==> config.mk <==
export PLATFORM = sky130hd
export DESIGN_NAME = color_tag_stripper_core
export DESIGN_NICKNAME = d
export VERILOG_FILES = /design/src/hdl/cts_pkg.sv /design/src/hdl/cts_match.sv /design/src/hdl/color_tag_stripper_core.sv
export SDC_FILE = /design/constraint.sdc
export NUM_CORES = 1
export LEC_CHECK = 0
export BUFFER_PORTS_ARGS = -buffer_cell sky130_fd_sc_hd__clkbuf_2
export CAP_MARGIN = 20
export CELL_PAD_IN_SITES_DETAIL_PLACEMENT = 2
export CELL_PAD_IN_SITES_GLOBAL_PLACEMENT = 2
export CORE_ASPECT_RATIO = 2
export CORE_MARGIN = 1
export CORE_UTILIZATION = 45
export CTS_BUF_LIST = sky130_fd_sc_hd__clkbuf_8
export DETAILED_ROUTE_END_ITERATION = 12
export HOLD_SLACK_MARGIN = 0.03
export PLACE_DENSITY_LB_ADDON = 0.3
export SYNTH_ARGS = -nofsm -noshare
export SYNTH_HDL_FRONTEND = slang
export SYNTH_SLANG_ARGS = --single-unit
==> constraint.sdc <==
create_clock -name clock -period 12.65 [get_ports clock]
set_clock_uncertainty 0.15 [all_clocks]
set_input_delay 1.265 -clock clock [delete_from_list [all_inputs] [get_ports clock]]
set_output_delay 1.265 -clock clock [all_outputs]
set_load 0.01 [all_outputs]
==> src/hdl/cts_pkg.sv <==
package cts_pkg;

   // counter width for output positions
   localparam int POS_BITS = 16;
   localparam logic [POS_BITS-1:0] POS_MAX = '1;

   // longest held tag prefix: "<c-" plus six hex digits
   localparam int HELD_MAX = 9;

   // result kinds
   localparam logic [1:0] KIND_CHAR   = 2'd0;
   localparam logic [1:0] KIND_SET    = 2'd1;
   localparam logic [1:0] KIND_CANCEL = 2'd2;

   // match phases
   localparam logic [3:0] PH_IDLE     = 4'd0;   // nothing pending
   localparam logic [3:0] PH_LT       = 4'd1;   // "<"
   localparam logic [3:0] PH_LT_SLASH = 4'd2;   // "</"
   localparam logic [3:0] PH_CANCEL_C = 4'd3;   // "</c"
   localparam logic [3:0] PH_LT_C     = 4'd4;   // "<c"
   localparam logic [3:0] PH_HEX0     = 4'd5;   // "<c-"
   localparam logic [3:0] PH_HEX5     = 4'd10;  // "<c-" and five digits
   localparam logic [3:0] PH_HEX_FULL = 4'd11;  // "<c-" and six digits

   // characters of the tags
   localparam logic [7:0] CH_LT    = 8'h3C;
   localparam logic [7:0] CH_GT    = 8'h3E;
   localparam logic [7:0] CH_SLASH = 8'h2F;
   localparam logic [7:0] CH_C     = 8'h63;
   localparam logic [7:0] CH_DASH  = 8'h2D;
   localparam logic [7:0] CH_0     = 8'h30;
   localparam logic [7:0] CH_9     = 8'h39;
   localparam logic [7:0] CH_UA    = 8'h41;
   localparam logic [7:0] CH_UF    = 8'h46;
   localparam logic [7:0] CH_LA    = 8'h61;
   localparam logic [7:0] CH_LF    = 8'h66;

   typedef enum logic [1:0] {
      TAIL_NONE,
      TAIL_CHAR,
      TAIL_SET,
      TAIL_CANCEL
   } tail_type;

   typedef logic [HELD_MAX-1:0][7:0] held_type;

   typedef struct packed {
      logic [7:0] in_char;
      logic       end_of_string;
   } req_type;

   typedef struct packed {
      logic [1:0]  kind;
      logic [7:0]  out_char;
      logic [7:0]  red;
      logic [7:0]  green;
      logic [7:0]  blue;
      logic [15:0] position;
      logic        last_of_run;
      logic        string_done;
   } rsp_type;

   // one input word's worth of results: held bytes, then an optional tail
   typedef struct packed {
      held_type            held;
      logic [3:0]          held_cnt;
      tail_type            tail;
      logic [7:0]          tail_char;
      logic [23:0]         rgb;
      logic [POS_BITS-1:0] pos;
      logic                eos;
   } run_type;

   function automatic logic [7:0] hex_ascii(input logic [3:0] v, input logic up);
      logic [7:0] r;
      if (v < 4'd10) begin
         r = CH_0 + {4'b0000, v};
      end else begin
         r = (up ? CH_UA : CH_LA) + {4'b0000, v} - 8'd10;
      end
      return r;
   endfunction

   // number of bytes held back in a phase
   function automatic logic [3:0] held_count(input logic [3:0] phase);
      logic [3:0] n;
      case (phase)
         PH_LT:       n = 4'd1;
         PH_LT_SLASH: n = 4'd2;
         PH_CANCEL_C: n = 4'd3;
         PH_LT_C:     n = 4'd2;
         default: begin
            if (phase inside {[PH_HEX0:PH_HEX_FULL]}) begin
               n = phase - 4'd2;
            end else begin
               n = 4'd0;
            end
         end
      endcase
      return n;
   endfunction

   // held bytes of a phase in text order; bytes past the count are don't care
   function automatic held_type held_bytes(input logic [3:0] phase,
                                           input logic [23:0] hex,
                                           input logic [5:0] hcase);
      held_type    h;
      logic [3:0]  k;
      logic [2:0]  gap;
      logic [23:0] al;
      logic [5:0]  cal;
      logic        cancel;
      h = '0;
      k = (phase inside {[PH_HEX0:PH_HEX_FULL]}) ? (phase - PH_HEX0) : 4'd0;
      gap = 3'(4'd6 - k);
      al = hex << {gap, 2'b00};
      cal = hcase << gap;
      cancel = (phase == PH_LT_SLASH) || (phase == PH_CANCEL_C);
      h[0] = CH_LT;
      h[1] = cancel ? CH_SLASH : CH_C;
      h[2] = cancel ? CH_C : CH_DASH;
      for (int j = 0; j < 6; j++) begin
         h[3+j] = hex_ascii(al[23-4*j -: 4], cal[5-j]);
      end
      return h;
   endfunction

endpackage

==> src/hdl/cts_match.sv <==
module cts_match (
   input  logic             clock,
   input  logic             reset,
   input  logic             req_accept,
   input  cts_pkg::req_type req_word,
   output cts_pkg::run_type run,
   output logic             run_live
);

   logic [3:0]                   phase_ff, phase_in;
   logic [23:0]                  hex_ff, hex_in;
   logic [5:0]                   case_ff, case_in;
   logic [cts_pkg::POS_BITS-1:0] count_ff, count_in;

   logic [7:0]  c;
   logic        eos;
   logic        hex_ok, hex_up;
   logic [3:0]  hex_val;
   logic        fail, plain, ext;
   cts_pkg::tail_type tail;
   logic [3:0]  step_phase, snap_phase;
   logic [23:0] step_hex, snap_hex;
   logic [5:0]  step_case, snap_case;
   logic [3:0]  held_len, nchars;
   logic [cts_pkg::POS_BITS:0] sum;

   always_comb begin
      c = req_word.in_char;
      eos = req_word.end_of_string;

      // hex digit decode
      hex_ok = 1'b1;
      hex_up = 1'b0;
      hex_val = 4'd0;
      if (c inside {[cts_pkg::CH_0:cts_pkg::CH_9]}) begin
         hex_val = 4'(c - cts_pkg::CH_0);
      end else if (c inside {[cts_pkg::CH_LA:cts_pkg::CH_LF]}) begin
         hex_val = 4'(c - cts_pkg::CH_LA + 8'd10);
      end else if (c inside {[cts_pkg::CH_UA:cts_pkg::CH_UF]}) begin
         hex_val = 4'(c - cts_pkg::CH_UA + 8'd10);
         hex_up = 1'b1;
      end else begin
         hex_ok = 1'b0;
      end

      fail = 1'b0;
      plain = 1'b0;
      tail = cts_pkg::TAIL_NONE;
      step_phase = phase_ff;
      step_hex = hex_ff;
      step_case = case_ff;

      case (phase_ff)
         cts_pkg::PH_LT: begin
            if (c == cts_pkg::CH_SLASH) begin
               step_phase = cts_pkg::PH_LT_SLASH;
            end else if (c == cts_pkg::CH_C) begin
               step_phase = cts_pkg::PH_LT_C;
            end else begin
               fail = 1'b1;
            end
         end
         cts_pkg::PH_LT_SLASH: begin
            if (c == cts_pkg::CH_C) begin
               step_phase = cts_pkg::PH_CANCEL_C;
            end else begin
               fail = 1'b1;
            end
         end
         cts_pkg::PH_CANCEL_C: begin
            if (c == cts_pkg::CH_GT) begin
               tail = cts_pkg::TAIL_CANCEL;
            end else begin
               fail = 1'b1;
            end
         end
         cts_pkg::PH_LT_C: begin
            if (c == cts_pkg::CH_DASH) begin
               step_phase = cts_pkg::PH_HEX0;
            end else begin
               fail = 1'b1;
            end
         end
         cts_pkg::PH_HEX_FULL: begin
            if (c == cts_pkg::CH_GT) begin
               tail = cts_pkg::TAIL_SET;
            end else begin
               fail = 1'b1;
            end
         end
         default: begin
            if (phase_ff inside {[cts_pkg::PH_HEX0:cts_pkg::PH_HEX5]}) begin
               if (hex_ok) begin
                  step_phase = phase_ff + 4'd1;
                  step_hex = {hex_ff[19:0], hex_val};
                  step_case = {case_ff[4:0], hex_up};
               end else begin
                  fail = 1'b1;
               end
            end else begin
               plain = 1'b1;
            end
         end
      endcase

      ext = !fail && !plain && (tail == cts_pkg::TAIL_NONE);

      if (fail || plain) begin
         // a '<' opens a new match unless the string ends; anything else is a character
         step_phase = (c == cts_pkg::CH_LT) ? cts_pkg::PH_LT : cts_pkg::PH_IDLE;
         step_hex = '0;
         step_case = '0;
         if ((c != cts_pkg::CH_LT) || eos) begin
            tail = cts_pkg::TAIL_CHAR;
         end
      end else if (!ext) begin
         step_phase = cts_pkg::PH_IDLE;
         step_hex = '0;
         step_case = '0;
      end

      // which prefix gets flushed as characters
      if (fail) begin
         snap_phase = phase_ff;
         snap_hex = hex_ff;
         snap_case = case_ff;
      end else if (ext && eos) begin
         snap_phase = step_phase;
         snap_hex = step_hex;
         snap_case = step_case;
      end else begin
         snap_phase = cts_pkg::PH_IDLE;
         snap_hex = '0;
         snap_case = '0;
      end

      held_len = cts_pkg::held_count(snap_phase);
      nchars = held_len + {3'b000, tail == cts_pkg::TAIL_CHAR};
      sum = {1'b0, count_ff} + (cts_pkg::POS_BITS+1)'(nchars);

      if (eos) begin
         phase_in = cts_pkg::PH_IDLE;
         hex_in = '0;
         case_in = '0;
         count_in = '0;
      end else begin
         phase_in = step_phase;
         hex_in = step_hex;
         case_in = step_case;
         count_in = (sum > {1'b0, cts_pkg::POS_MAX}) ? cts_pkg::POS_MAX
                                                      : sum[cts_pkg::POS_BITS-1:0];
      end

      run.held = cts_pkg::held_bytes(snap_phase, snap_hex, snap_case);
      run.held_cnt = held_len;
      run.tail = tail;
      run.tail_char = c;
      run.rgb = hex_ff;
      run.pos = count_ff;
      run.eos = eos;
      run_live = (held_len != 4'd0) || (tail != cts_pkg::TAIL_NONE);
   end

   always_ff @(posedge clock) begin
      if (reset) begin
         phase_ff <= cts_pkg::PH_IDLE;
         hex_ff <= '0;
         case_ff <= '0;
         count_ff <= '0;
      end else if (req_accept) begin
         phase_ff <= phase_in;
         hex_ff <= hex_in;
         case_ff <= case_in;
         count_ff <= count_in;
      end
   end

endmodule

==> src/hdl/color_tag_stripper_core.sv <==
// channel   ports                            word              direction
// request   req_valid req_ready req_word     cts_pkg::req_type in: one text byte
// response  rsp_valid rsp_ready rsp_word     cts_pkg::rsp_type out: char or marker
//
// a byte that yields one result is taken every cycle while rsp_ready is high
// a byte that yields n results holds req_ready low while the run register
// hands out one word per cycle unless stalled (at most ten, a flushed tag prefix)
// a byte that only extends a partial tag yields nothing
// reset clears the match state, the position counter and both valid flags
// a stall on rsp_ready backs up through the run register to req_ready
module color_tag_stripper_core (
   input  logic             clock,
   input  logic             reset,
   input  logic             req_valid,
   output logic             req_ready,
   input  cts_pkg::req_type req_word,
   output logic             rsp_valid,
   input  logic             rsp_ready,
   output cts_pkg::rsp_type rsp_word
);

   // front end: tag matcher and run descriptor
   cts_pkg::run_type run_new;
   logic             run_live;
   logic             req_accept;

   // run register: results of one byte still to be sent
   cts_pkg::run_type run_ff, run_in;
   logic             run_valid_ff, run_valid_in;

   // output register
   cts_pkg::rsp_type rsp_ff, rsp_in;
   logic             rsp_valid_ff, rsp_valid_in;

   logic emit;
   logic run_last;

   assign req_accept = req_valid && req_ready;

   cts_match u_match (
      .clock      (clock),
      .reset      (reset),
      .req_accept (req_accept),
      .req_word   (req_word),
      .run        (run_new),
      .run_live   (run_live)
   );

   // a word moves when the output register is empty or being drained
   assign emit = run_valid_ff && (!rsp_valid_ff || rsp_ready);
   assign run_last = (run_ff.held_cnt == 4'd0) ||
                     ((run_ff.held_cnt == 4'd1) && (run_ff.tail == cts_pkg::TAIL_NONE));
   // take a new byte when the run register is free by the end of this cycle
   assign req_ready = !run_valid_ff || (emit && run_last);

   always_comb begin
      // response word built from the head of the run
      rsp_in = '0;
      rsp_in.position = 16'(run_ff.pos);
      if (run_ff.held_cnt != 4'd0) begin
         rsp_in.kind = cts_pkg::KIND_CHAR;
         rsp_in.out_char = run_ff.held[0];
      end else begin
         case (run_ff.tail)
            cts_pkg::TAIL_CHAR: begin
               rsp_in.kind = cts_pkg::KIND_CHAR;
               rsp_in.out_char = run_ff.tail_char;
            end
            cts_pkg::TAIL_SET: begin
               rsp_in.kind = cts_pkg::KIND_SET;
               rsp_in.red = run_ff.rgb[23:16];
               rsp_in.green = run_ff.rgb[15:8];
               rsp_in.blue = run_ff.rgb[7:0];
            end
            cts_pkg::TAIL_CANCEL: begin
               rsp_in.kind = cts_pkg::KIND_CANCEL;
            end
            default: begin
               rsp_in.kind = cts_pkg::KIND_CHAR;
            end
         endcase
      end
      rsp_in.last_of_run = run_last;
      rsp_in.string_done = run_last && run_ff.eos;

      // advance the run: load a new one or shift held bytes and bump the position
      run_in = run_ff;
      run_valid_in = run_valid_ff;
      if (req_accept) begin
         run_in = run_new;
         run_valid_in = run_live;
      end else if (emit) begin
         if (run_last) begin
            run_valid_in = 1'b0;
         end else begin
            for (int i = 0; i < cts_pkg::HELD_MAX - 1; i++) begin
               run_in.held[i] = run_ff.held[i+1];
            end
            run_in.held_cnt = run_ff.held_cnt - 4'd1;
            run_in.pos = (run_ff.pos == cts_pkg::POS_MAX) ? cts_pkg::POS_MAX
                                                          : run_ff.pos + 1'b1;
         end
      end

      if (emit) begin
         rsp_valid_in = 1'b1;
      end else if (rsp_ready) begin
         rsp_valid_in = 1'b0;
      end else begin
         rsp_valid_in = rsp_valid_ff;
      end
   end

   always_ff @(posedge clock) begin
      if (reset) begin
         run_valid_ff <= 1'b0;
         rsp_valid_ff <= 1'b0;
      end else begin
         run_valid_ff <= run_valid_in;
         rsp_valid_ff <= rsp_valid_in;
      end
   end

   always_ff @(posedge clock) begin
      run_ff <= run_in;
      if (emit) begin
         rsp_ff <= rsp_in;
      end
   end

   assign rsp_valid = rsp_valid_ff;
   assign rsp_word = rsp_ff;

   // a loaded run always has something to send
   a_run_not_empty: assert property (@(posedge clock) disable iff (reset)
      run_valid_ff |-> ((run_ff.held_cnt != 4'd0) || (run_ff.tail != cts_pkg::TAIL_NONE)))
      else $error("run register holds an empty run");

   // a word that is not the last of its run keeps the run alive
   a_run_continues: assert property (@(posedge clock) disable iff (reset)
      (emit && !run_last) |=> run_valid_ff)
      else $error("run dropped before its last word");

   // markers carry no character byte
   a_marker_no_char: assert property (@(posedge clock) disable iff (reset)
      (rsp_valid_ff && (rsp_ff.kind != cts_pkg::KIND_CHAR)) |-> (rsp_ff.out_char == 8'd0))
      else $error("marker word carries a character");

   // end of string only on the last word of a run
   a_done_is_last: assert property (@(posedge clock) disable iff (reset)
      (rsp_valid_ff && rsp_ff.string_done) |-> rsp_ff.last_of_run)
      else $error("string done on a word that is not last");

   // held count never exceeds the prefix buffer
   a_held_bound: assert property (@(posedge clock) disable iff (reset)
      run_valid_ff |-> (run_ff.held_cnt <= 4'(cts_pkg::HELD_MAX)))
      else $error("held count out of range");

endmodule
# Yosys cells after proc, flatten, opt, wreduce, memory -nomap -nowiden
# Index checks and enable logic that the tools add are counted.
# totals
reg_bits,231
inputBits,13
output_inout_bits,54
wordCells,228
# classes
add_sub_neg,31
magnitude_cmp,17
eq_ne,22
shift,2
n_mux,85
bitwise_logic,2
n_reduce_logical,40
# op_table
cell,n
two-way mux 68 bit,3
two-way mux 24 bit,8
two-way mux 16 bit,6
two-way mux 6 bit,14
two-way mux 8 bit,8
two-way mux 4 bit,15
adder 8 x 4 -> 8 bit,6
"subtractor 8 x 4 -> 8 bit, second input constant",6
"adder 6 x 4 -> 7 bit, first input constant",6
"equality test 8 x 6 -> 1 bit, second input constant",4
"< comparator 4 bit, second input constant",6
left shift 24 x 5 -> 24 bit,1
two-way mux 1 bit,19
adder 16 x 4 -> 17 bit,1
"greater-than comparator 17 x 16 -> 1 bit, second input constant",1
"adder 16 x 1 -> 16 bit, second input constant",1
"equality test 16 bit, second input constant",1
"equality test 4 x 2 -> 1 bit, second input constant",4
">= comparator 8 x 7 -> 1 bit, second input constant",2
"<= comparator 8 x 7 -> 1 bit, second input constant",2
one-hot mux 4 bit (4 select lines),1
"subtractor 4 x 1 -> 4 bit, second input constant",4
two-way mux 7 bit,2
logical AND 1 bit,13
34 further kinds,65

# Longest topological paths before layout
# Gate-level depths: netlist (run 1).
# logic_depth
word_depth,25
ltp_mapped,31
depth_no_buf,30

# Modules after synthesis
# A second synthesis (run 1) with hierarchy kept.
# hier_totals
cells_unflattened,1119
area_unflattened_um2,12475.7
# modules_own_cells
module,n_inst,cells_per_inst,area_each_um2,seq_area_each_um2
color_tag_stripper_core,1,422,7158.1,5415.2
cts_match,1,697,5317.6,1001.0

# Least setup slack after synthesis (run 1)
# No wires, ideal clock.
# synth_timing
path_kind,input port to flip-flop
startpoint,input req_word[4] in the netlist's numbering
endpoint,"register run_ff[97] in the netlist's numbering, data pin"
setup_time_ns,0.131
arrival_time_ns,6.901
required_ns,12.369
setup_slack_ns,5.468
path_stages,25
n_path_buf,7
path_cell_list,buf_6 -> or4b_4 -> or4b_4 -> nand4_2 -> nand4_4 -> o22ai_2 -> clkbuf_1 -> ha_1 -> inv_1 -> a2bb2oi_1 -> a21o_4 -> nand2_4 -> inv_2 -> buf_4 -> ha_1 -> clkbuf_8 -> clkbuf_1 -> buf_1 -> clkbuf_1 -> mux2_2 -> nand2_1 -> ha_1 -> inv_1 -> nor4_1 -> a221o_1
# synth_lines
item,line_no,source
from (decl),color_tag_stripper_core.sv:16,"input cts_pkg::req_type req_word,"
to (signal assigned),color_tag_stripper_core.sv:125,run_ff <= run_in;
to (decl),color_tag_stripper_core.sv:28,"cts_pkg::run_type run_ff, run_in;"

==> run_results.csv, run 1 <==
group,metric,value,unit
worst_setup_path,rr_startpoint,"u_match.phase_ff[0]$_SDFFE_PP0P_",
logic_synthesis,yosys-top-cells-area,"edfxtp_1, dfxtp_1, nor2_1, ha_1, nand2_1",
worst_setup_path,critPathRequiredTime,12.77,ns
power_and_ir_drop,areal_power_density_over_the_cells,124.8,mW/mm²
logic_synthesis,synth.distinct_cells,108,
floorplanning,row_count,85,
clock_network,htree_num_levels,2,
worst_hold_path,whs_path_depth,2,
logic_synthesis,synth_common_cells,"edfxtp_1, nor2_1, nand2_1, a21oi_1, dfxtp_1",
worst_setup_path,critPathArrivalTime,8.91,ns
timing,hold_vio_cnt_final,0,
timing,max_clock_freq,113.7,MHz
placed_design,detailedPlacementHpwl,30490,µm
logic_synthesis,fraction_of_synthesized_cell_area_taken_by_the_top_area_cell_type,41.46,%
worst_setup_path,critPathMaxFanout,46,
logic_synthesis,postSynthRegisterBits,229,
logic_synthesis,synth_enable_flop_cells,169,
outcome,result_of_the_run,"complete, no violations",
worst_hold_path,hold_path.startpoint,"run_ff[70]$_SDFFCE_PP0P_",
finish,layout-drive-gt1-share,15.40,%
logic_synthesis,yosys_warnings,0,
clock_network,tritoncts_num_sinks,229,
logic_synthesis,synth_ff_type,"edfxtp_1",
timing,period_needed,8.793,ns
flow_run,maxCapViolations,0,
placed_design,portBuffers,66,
logic_synthesis,synth.most_common_cell,"edfxtp_1",
finish,flow.area_growth_from_synthesis,9.415,%
drt,routed_via_density,6.211,
worst_setup_path,endpoint_kind,"register",
logic_synthesis,async_reset_ff_share,0,%
timing,timing_worst_slew_pin_value,1.061,ns
placed_design,gp_congestion,0.9223,
timing,grt_setup_unrepaired,"no",
timing,final.period_utilization,69.51,%
clock_network,clockBufferDepth,3,
timing,final_worst_hold_slack,0.2972,ns
grt,grt_pass1_wl,64460,µm
drt,drt_wl_total,42150,µm
finish,finalNetCount,1263,
timing,final_max_slew_viol_count,0,
clock_network,tritoncts,"yes",
worst_hold_path,worst_hold_endpoint,"run_ff[62]$_SDFFE_PP0P_",
clock_network,tritoncts_buffers,34,
grt,number_of_global_route_vias_before_repair,11000,
drt,route.antenna.remaining_nets,0,
worst_setup_path,r2r.worst_path.cells,23,
worst_setup_path,r2r_setup_slack,4.10,ns
drt,drcViolationCount,0,
logic_synthesis,syn_inst,1167,
logic_synthesis,syn-num-nets,1215,
clock_network,clk_root_buffer_cell,"clkbuf_8",
logic_synthesis,syn_avg_cell_area,10.49,µm²
floorplanning,die_area,0.02790,mm²
timing,finalSetupViolCount,0,
drt,via_count,9869,
drt,wire_per_inst,26.52,µm
power_and_ir_drop,total_leakage_power,0.004975,µW
clock_network,worstSkewPairLatency,0.55,ns
floorplanning,floorplan.initialDensity,45.67,%
floorplanning,coreArea,0.02680,mm²
grt,pin_count_of_the_biggest_net_entering_global_routing,76,
clock_network,cts.reportedPaths.clkPinSlew,0.07,ns
grt,grt_total_usage,30.73,%
logic_synthesis,ys_seq_area_share,51.28,%
grt,grt.overflow.total,0,
floorplanning,die_ht,235.2,µm
worst_setup_path,r2r_end,"run_ff[93]$_DFFE_PP_",
grt,grt_antenna_before_repair,1,
drt,detailedRoute.firstIterationViolations,511,
floorplanning,total_i_o_pin_count,67,
worst_setup_path,timing_worst_setup_path_type,"primary input to register",
worst_hold_path,worst_hold_path_type,"register to register",
clock_network,post-cts-setup-buffers,0,
power_and_ir_drop,power.total,1671,µW
floorplanning,die_width,118.6,µm
worst_setup_path,cp-start-kind,"primary input",
timing,tns,0,ns
timing,maxSlewHeadroom,29.28,%
clock_network,post_cts_resize_count,0,
logic_synthesis,cell_area_synth,0.01224,mm²
power_and_ir_drop,worst_ir_drop_vdd,0.08959,mV
drt,detailedRoute.firstPassIterationCount,5,
logic_synthesis,synth_largest_area_cell,"edfxtp_1",
clock_network,hold_bufs_at_cts,0,
-- metal layers --
metal  wire length, µm  track usage, %
met1             14110           28.91
met2             23920           60.52
met3              1066           3.416
met4              3053           20.48
met5                 0               0
-- final cells by class --
class	instances	area (µm²)
clock inverters	25	108.9
multi-input cells	838	5479
fillers	2808	13410
inverters	27	101.3
well taps	348	435.4
repair buffers	85	493.0
flip-flops and latches	229	6276
diodes	1	2.502
clock buffers	36	495.5
-- placed cells by master (no fill, tap or decap), types with 12 or more instances in the layout --
cell type  synthesis  final
nor2_1           115    115
nand2_1          113    111
o21ai_0           54     54
buf_4              4     18
inv_1             23     38
edfxtp_1         169    169
clkbuf_2           0     66
a22o_1            23     23
a31oi_1           12     12
nor3_1            38     38
o211ai_1          12     12
nand3_1           31     31
and2_1            37     36
clkbuf_8           8     36
ha_1              34     34
a21oi_1           80     80
dfxtp_1           60     60
a21o_1            14     14
a22oi_1           42     42
xor2_1            12     12
-- critical path, stage by stage --
cell and delay [ns]:
clkbuf_2 0.15, inv_1 0.15, ha_1 0.24, and4b_1 0.24
a21boi_0 0.20, a211oi_1 0.55, nand4_4 0.25, o22ai_2 0.64
inv_2 0.34, ha_1 0.40, a2bb2oi_1 0.45, a21o_4 0.31
nand2_4 0.23, inv_2 0.34, ha_1 0.19, buf_4 0.42
clkinv_1 0.62, a221o_1 0.46, o21ai_0 0.18, or2b_2 0.36
o221a_2 0.32, o211ai_1 0.29, a21o_1 0.16, o211ai_1 0.11
-- metrics by stage --
step                util [%]  setup slack [ns]  instances  cell area, µm²
detailed placement     47.60             3.497       1526           12760
global route           49.97             3.358       1589           13390
finish                 49.97             3.857       1589           13390
CTS                    49.86             3.967       1587           13360
floorplan                  -             5.468       1167           12240
global placement       47.60             3.827       1526           12760
-- cells by family after synthesis --
logic type	count (synthesis)	share of synthesized area, %
AO/OA/AOI/OAI	354	20.82
XOR/XNOR	25	1.850
adder cells (fa/ha/maj)	35	3.639
buffers and inverters	100	4.212
flip-flops	229	51.28
multiplexers	18	1.820
other	1	0.03064
AND/OR/NAND/NOR	405	16.35
-- sequential cells by signal, indices dropped and copies added, names as in the netlist --
signal            count
rsp_in               16
rsp_valid             1
rsp_word             52
run_ff              109
run_valid_ff          1
u_match.case_ff       6
u_match.count_ff     16
u_match.hex_ff       24
u_match.phase_ff      4
-- worst max-delay path by stage --
stage,start,end
2_1_floorplan,req_word[4],run_ff[97]$_DFFE_PP_
3_3_place_gp,req_word[4],run_ff[79]$_DFFE_PP_
3_5_place_dp,req_word[2],run_ff[93]$_DFFE_PP_
4_1_cts,req_word[2],run_ff[93]$_DFFE_PP_
5_1_grt,req_word[2],run_ff[93]$_DFFE_PP_
6_report,req_word[2],run_ff[93]$_DFFE_PP_
-- where the power goes --
| group | switching [µW] | internal [µW] | total, µW |
|---|---|---|---|
| Sequential | 35.3 | 896 | 931 |
| Combinational | 128 | 55.3 | 184 |
| Clock | 291 | 265 | 556 |
Note: power is estimated with default switching activity, not from simulation.
==> run 2, diff against run 1 <==
--- a/config.mk
+++ b/config.mk
@@ -5,13 +5,14 @@
 export SDC_FILE = /design/constraint.sdc
 export NUM_CORES = 1
 export LEC_CHECK = 0
+export ABC_AREA = 1
 export BUFFER_PORTS_ARGS = -buffer_cell sky130_fd_sc_hd__clkbuf_2
 export CAP_MARGIN = 20
 export CELL_PAD_IN_SITES_DETAIL_PLACEMENT = 2
 export CELL_PAD_IN_SITES_GLOBAL_PLACEMENT = 2
 export CORE_ASPECT_RATIO = 2
 export CORE_MARGIN = 1
-export CORE_UTILIZATION = 45
+export CORE_UTILIZATION = 35
 export CTS_BUF_LIST = sky130_fd_sc_hd__clkbuf_8
 export DETAILED_ROUTE_END_ITERATION = 12
 export HOLD_SLACK_MARGIN = 0.03
==> constraint.sdc (replaced) <==
create_clock -name clock -period 7.6 [get_ports clock]
set_clock_uncertainty 0.15 [all_clocks]
set_input_delay 0.76 -clock clock [delete_from_list [all_inputs] [get_ports clock]]
set_output_delay 0.76 -clock clock [all_outputs]
set_load 0.01 [all_outputs]
==> run_results.csv, run 2 <==
group,metric,value,unit
outcome,result_of_the_run,"complete, but fails checks",
outcome,violations,"DRC",
floorplanning,row_count,97,
flow_run,maxCapViolations,0,
drt,detailedRoute.firstIterationViolations,337,
worst_setup_path,cp_slowest_cell,"dfxtp_1",
drt,detailedRoute.firstPassIterationCount,8,
finish,layout.filler_cells,4000,
logic_synthesis,synth_common_cells,"nand2_1, edfxtp_1, inv_1, nor2_1, nand3_1",
worst_setup_path,critPathArrivalTime,7.24,ns
logic_synthesis,yosys_warnings,0,
worst_hold_path,worst_hold_endpoint,"run_ff[42]$_DFFE_PP_",
timing,final_max_slew_viol_count,0,
logic_synthesis,fraction_of_synthesized_cell_area_taken_by_the_top_area_cell_type,41.06,%
placed_design,detailedPlacementHpwl,28860,µm
logic_synthesis,yosys-top-cells-area,"edfxtp_1, nand2_1, dfxtp_1, inv_1, nand3_1",
worst_hold_path,hold_path.startpoint,"req_word[2]",
finish,most_frequent_cells_in_the_layout,"nand2_1, inv_1, edfxtp_1, nor2_1, nand3_1",
grt,grt_total_usage,22.43,%
timing,hold_vio_cnt_final,0,
drt,wire_per_inst,19.51,µm
finish,most_common_cell_after_layout_fill_and_taps_aside,"nand2_1",
clock_network,tritoncts_num_sinks,229,
clock_network,cts.reportedPaths.clkPinSlew,0.07,ns
power_and_ir_drop,areal_power_density_over_the_cells,208.2,mW/mm²
worst_setup_path,endpoint_kind,"register",
timing,final.period_utilization,90.81,%
finish,largest_register_ffs,109,
logic_synthesis,synth_largest_area_cell,"edfxtp_1",
power_and_ir_drop,cell_internal_pwr,2131,µW
timing,grt_setup_unrepaired,"no",
timing,period_needed,6.902,ns
floorplanning,die_area,0.03611,mm²
finish,finalNetCount,1582,
logic_synthesis,cell_area_synth,0.01236,mm²
logic_synthesis,synth_ff_type,"edfxtp_1",
clock_network,tritoncts,"yes",
logic_synthesis,syn_avg_cell_area,8.385,µm²
logic_synthesis,async_reset_ff_share,0,%
finish,layout-drive-gt1-share,13.25,%
clock_network,clockBufferDepth,3,
timing,timing_worst_slew_pin_value,0.9310,ns
grt,grt_antenna_before_repair,1,
worst_setup_path,critPathMaxFanout,13,
drt,via_count,10460,
worst_setup_path,r2r.worst_path.cells,36,
logic_synthesis,syn-num-nets,1522,
worst_setup_path,rr_startpoint,"u_match.phase_ff[0]$_SDFFE_PP0P_",
worst_hold_path,worst_hold_path_type,"primary input to register",
finish,registers.top_by_ff_count,"run_ff",
logic_synthesis,synth.most_common_cell,"nand2_1",
power_and_ir_drop,power_frac_clock,38.5,%
grt,grt_pass1_wl,62110,µm
placed_design,gp_congestion,0.8341,
logic_synthesis,ys_seq_area_share,50.78,%
floorplanning,total_i_o_pin_count,67,
drt,routed_via_density,5.209,
clock_network,post-cts-setup-buffers,0,
finish,ff_latch_area,0.006276,mm²
power_and_ir_drop,power_frac_seq,52.7,%
drt,drcViolationCount,2,
floorplanning,die_width,134.9,µm
drt,route.antenna.remaining_nets,0,
grt,pin_count_of_the_biggest_net_entering_global_routing,56,
floorplanning,floorplan.initialDensity,35.36,%
clock_network,tritoncts_buffers,37,
grt,grt.overflow.total,0,
logic_synthesis,syn_inst,1474,
worst_setup_path,cp-start-kind,"register",
power_and_ir_drop,total_leakage_power,0.005732,µW
grt,number_of_global_route_vias_before_repair,11610,
finish,multi_input_area,0.005124,mm²
power_and_ir_drop,power.total,2877,µW
clock_network,worstSkewPairLatency,0.56,ns
power_and_ir_drop,worst_ir_drop_vdd,0.1035,mV
worst_setup_path,r2r_setup_slack,0.70,ns
floorplanning,die_ht,267.8,µm
worst_setup_path,worst_setup_path_startpoint,"u_match.phase_ff[0]$_SDFFE_PP0P_",
floorplanning,coreArea,0.03495,mm²
logic_synthesis,postSynthRegisterBits,229,
placed_design,portBuffers,66,
worst_setup_path,crit_path_max_incr_delay,0.47,ns
power_and_ir_drop,power.combinational.fraction,8.8,%
worst_setup_path,most_used_cell_along_the_critical_path,"nand2_1",
worst_hold_path,whs_path_depth,1,
timing,tns,0,ns
power_and_ir_drop,p_sw_share,25.93,%
logic_synthesis,synth.distinct_cells,52,
drt,drt_wl_total,39190,µm
worst_setup_path,timing_worst_setup_path_type,"register to register",
timing,max_clock_freq,144.9,MHz
timing,finalSetupViolCount,0,
worst_setup_path,critPathRequiredTime,7.94,ns
timing,maxSlewHeadroom,37.28,%
logic_synthesis,synth_enable_flop_cells,169,
finish,flow.area_growth_from_synthesis,11.84,%
worst_setup_path,r2r_end,"u_match.count_ff[15]$_SDFFE_PP0P_",
power_and_ir_drop,p_switching,746.3,µW
clock_network,htree_num_levels,2,
clock_network,clk_root_buffer_cell,"clkbuf_8",
## run 2: cell count changes after synthesis, sizes merged, moves of 37 or more
cell / before / now
nand2: 115 / 398
inv: 26 / 173
nand3: 32 / 115
o21ai: 65 / 108
and2: 39 / 2
## run 2: cell families after synthesis
family	Yosys count	synth area share [%]
other	1	0.03034
and+or+nand+nor	692	24.44
adders and majority gates	35	3.604
xor gates and xnor gates	30	2.126
DFF	229	50.78
buffers and inverters	237	7.805
AOI/OAI and AO/OA	250	11.22
## run 2: worst max-delay path by stage
stage / slack [ns] / end
after floorplan: 1.62 / u_match.count_ff[11]$_SDFFE_PP0P_
after global placement: 0.80 / u_match.count_ff[13]$_SDFFE_PP0P_
after detailed placement: 0.35 / u_match.count_ff[5]$_SDFFE_PP0P_
after CTS: 0.59 / u_match.count_ff[5]$_SDFFE_PP0P_
after global routing: 0.006 / u_match.count_ff[5]$_SDFFE_PP0P_
final: 0.70 / u_match.count_ff[15]$_SDFFE_PP0P_
## run 2: layer usage
| metal | vias up | part of all wire [%] | GRT usage, % |
|---|---|---|---|
| met2 | 121 | 61 | 47.72 |
| met4 | 0 | 4.1 | 10.23 |
| met5 | - | 0 | 0 |
| met3 | 78 | 1.7 | 2.264 |
| met1 | 5252 | 34 | 20.22 |
| li1 | 5008 | - | - |
## run 2: worst max-delay path, delay by kind of cell, from the launching register on
family	cells	cell delay, ns
XOR/XNOR	1	0.13
flip-flops	1	0.47
buffers and inverters	4	0.38
AND/OR/NAND/NOR	19	2.94
adder cells (fa/ha/maj)	5	1.30
AO/OA/AOI/OAI	7	1.45
## run 2: what timing repair did
item | CTS | global route
setup endpoints to repair | 0 | 14
hold buffers | 0 | 0
gates resized for setup | 0 | 1
## run 2: area by class of cell
type                       count  area share, %
inverter                     176          4.788
clock buffer                  43          4.281
clock inverter                24          1.159
sequential                   229          45.40
antenna                        1        0.01810
timing repair buffer          82          3.258
tap                          445          4.028
multi-input combinational   1008          37.07
## run 2: stage by stage
stage / util, % / instances / cell area [µm²] / hold slack [ns] / worst slack [ns]
after floorplan: - / 1474 / 12360 / 0.2793 / 1.623
after global placement: 37.39 / 1940 / 13070 / 0.2930 / 0.7976
after detailed placement: 37.39 / 1940 / 13070 / 0.3119 / 0.3501
after CTS: 39.54 / 2007 / 13820 / 0.2734 / 0.5857
after global routing: 39.55 / 2008 / 13820 / 0.3013 / 0.006292
final: 39.55 / 2008 / 13820 / 0.3166 / 0.6982
## run 2: power groups by stage
stage                     sequential [µW]  combinational, µW  clock (µW)
after global routing                 1520                284        1190
after global placement               1530                248           0
final                                1520                254        1110
after CTS                            1520                261        1150
after detailed placement             1540                259           0
after floorplan                      1540                149           0
==> run 3, diff against run 2 <==
--- a/config.mk
+++ b/config.mk
@@ -17,6 +17,7 @@
 export DETAILED_ROUTE_END_ITERATION = 12
 export HOLD_SLACK_MARGIN = 0.03
 export PLACE_DENSITY_LB_ADDON = 0.3
+export REMOVE_ABC_BUFFERS = 1
 export SYNTH_ARGS = -nofsm -noshare
 export SYNTH_HDL_FRONTEND = slang
 export SYNTH_SLANG_ARGS = --single-unit
==> run_results.csv, run 3 (synthesis gave the netlist of run 2 again) <==
group,metric,value,unit
outcome,result_of_the_run,"complete, no violations",
timing,grt_setup_unrepaired,"no",
power_and_ir_drop,total_leakage_power,0.005723,µW
floorplanning,total_i_o_pin_count,67,
placed_design,gp_congestion,0.8550,
placed_design,portBuffers,66,
worst_setup_path,endpoint_kind,"register",
drt,routed_via_density,5.258,
power_and_ir_drop,areal_power_density_over_the_cells,209.9,mW/mm²
worst_setup_path,worst_setup_path_startpoint,"u_match.phase_ff[0]$_SDFFE_PP0P_",
worst_setup_path,cp-start-kind,"register",
grt,grt.overflow.total,0,
grt,grt_pass1_wl,63350,µm
grt,pin_count_of_the_biggest_net_entering_global_routing,76,
worst_setup_path,critPathRequiredTime,7.93,ns
finish,layout-drive-gt1-share,13.32,%
timing,maxSlewHeadroom,29.68,%
worst_setup_path,critPathArrivalTime,7.20,ns
placed_design,detailedPlacementHpwl,28720,µm
drt,drt_wl_total,39770,µm
clock_network,clockBufferDepth,3,
clock_network,worstSkewPairLatency,0.55,ns
finish,finalNetCount,1581,
power_and_ir_drop,p_switching,752.7,µW
clock_network,clk_root_buffer_cell,"clkbuf_8",
worst_setup_path,most_used_cell_along_the_critical_path,"nand2_1",
drt,detailedRoute.firstIterationViolations,373,
clock_network,tritoncts,"yes",
worst_setup_path,rr_startpoint,"u_match.phase_ff[0]$_SDFFE_PP0P_",
power_and_ir_drop,worst_ir_drop_vdd,0.1206,mV
grt,number_of_global_route_vias_before_repair,12010,
power_and_ir_drop,power_frac_seq,52.2,%
finish,ff_latch_area,0.006276,mm²
worst_hold_path,worst_hold_path_type,"register to register",
flow_run,maxCapViolations,0,
timing,hold_vio_cnt_final,0,
power_and_ir_drop,power.combinational.fraction,8.7,%
placed_design,placed_cells_incl_taps,1939,
finish,stdcell_count,2008,
drt,detailedRoute.firstPassIterationCount,6,
timing,finalSetupViolCount,0,
clock_network,tritoncts_buffers,37,
timing,tns,0,ns
finish,most_frequent_cells_in_the_layout,"nand2_1, edfxtp_1, inv_1, nor2_1, nand3_1",
power_and_ir_drop,power_frac_clock,39.1,%
worst_setup_path,critPathMaxFanout,13,
timing,period_needed,6.867,ns
power_and_ir_drop,p_sw_share,25.91,%
finish,largest_register_ffs,109,
timing,final_max_slew_viol_count,0,
worst_setup_path,cp_slowest_cell,"dfxtp_1",
drt,via_count,10560,
grt,grt_antenna_before_repair,1,
finish,flow.area_growth_from_synthesis,12.01,%
drt,drcViolationCount,0,
finish,registers.top_by_ff_count,"run_ff",
grt,grt_total_usage,22.92,%
power_and_ir_drop,cell_internal_pwr,2152,µW
finish,multi_input_area,0.005134,mm²
clock_network,htree_num_levels,2,
worst_hold_path,hold_path.startpoint,"run_ff[60]$_SDFFE_PP1P_",
floorplanning,floorplan.initialDensity,35.36,%
worst_setup_path,timing_worst_setup_path_type,"register to register",
timing,max_clock_freq,145.6,MHz
worst_setup_path,crit_path_max_incr_delay,0.48,ns
finish,most_common_cell_after_layout_fill_and_taps_aside,"nand2_1",
clock_network,cts.reportedPaths.clkPinSlew,0.07,ns
floorplanning,die_width,134.9,µm
floorplanning,die_area,0.03611,mm²
floorplanning,die_ht,267.8,µm
clock_network,tritoncts_num_sinks,229,
drt,route.antenna.remaining_nets,0,
floorplanning,row_count,97,
timing,timing_worst_slew_pin_value,1.051,ns
floorplanning,coreArea,0.03495,mm²
drt,wire_per_inst,19.81,µm
timing,final.period_utilization,90.36,%
finish,layout.filler_cells,4023,
[run 3: changes by cell type in the layout (fill, tap and decap cells not counted), sizes merged]
| cell | delta |
|---|---|
| buf | -1 |
| bufinv | +1 |
| clkbuf | -1 |
| clkinv | +3 |
| clkinvlp | +2 |
| inv | -4 |
[run 3: final cells by class]
cell class | count | share of cell area [%]
clock buffer | 42 | 4.176
inverter | 176 | 4.817
timing repair buffer | 81 | 3.200
sequential | 229 | 45.34
tap | 445 | 4.022
antenna | 1 | 0.01808
clock inverter | 26 | 1.347
multi-input combinational | 1008 | 37.08
[run 3: worst max-delay path, delay by kind of cell, from the launching register on]
kind	cells	cell delay [ns]
and+or+nand+nor	22	3.23
AOI/OAI and AO/OA	4	0.65
xor gates and xnor gates	1	0.16
DFF	1	0.48
buffers and inverters	7	0.76
adders and majority gates	5	1.33
[run 3: power by group through the flow]
stage	clock network [µW]	logic [µW]	registers [µW]
finish	1140	252	1520
global route	1220	284	1530
CTS	1180	261	1520
detailed placement	0	258	1540
global placement	0	248	1540
floorplan	0	141	1540
[run 3: final timing paths]
check,endpoint,cells after the start,slack [ns]
worst max-delay path,u_match.count_ff[5]$_SDFFE_PP0P_,39,0.73
worst min register to register,run_ff[60]$_SDFFE_PP1P_,2,0.30
worst max register to register,u_match.count_ff[5]$_SDFFE_PP0P_,39,0.73
worst min-delay path,run_ff[60]$_SDFFE_PP1P_,2,0.30
[run 3: repair_timing]
action                     4_1_cts  5_1_grt
hold buffers                     0        0
setup endpoints to repair        0       13
setup buffers                    0        0
resized for setup                0        4
[run 3: through the flow]
stage | hold slack [ns] | area (µm²) | setup slack (ns) | power, µW | util, %
2_1_floorplan | 0.2793 | 12060 | -0.2944 | 1684 | -
3_3_place_gp | 0.2936 | 13070 | 0.6710 | 1784 | 37.38
3_5_place_dp | 0.2971 | 13070 | 0.1477 | 1802 | 37.38
4_1_cts | 0.3023 | 13830 | 0.4442 | 2955 | 39.57
5_1_grt | 0.3120 | 13840 | 0.02312 | 3029 | 39.60
6_report | 0.3014 | 13840 | 0.7328 | 2905 | 39.60
[run 3: per-layer routing]
layer	vias to the layer above	part of all wire, %	GRT usage, %
met2	175	59	48.48
met5	-	0	0
met4	0	5.2	11.96
li1	5012	-	-
met3	95	2.4	2.471
met1	5276	33	20.22
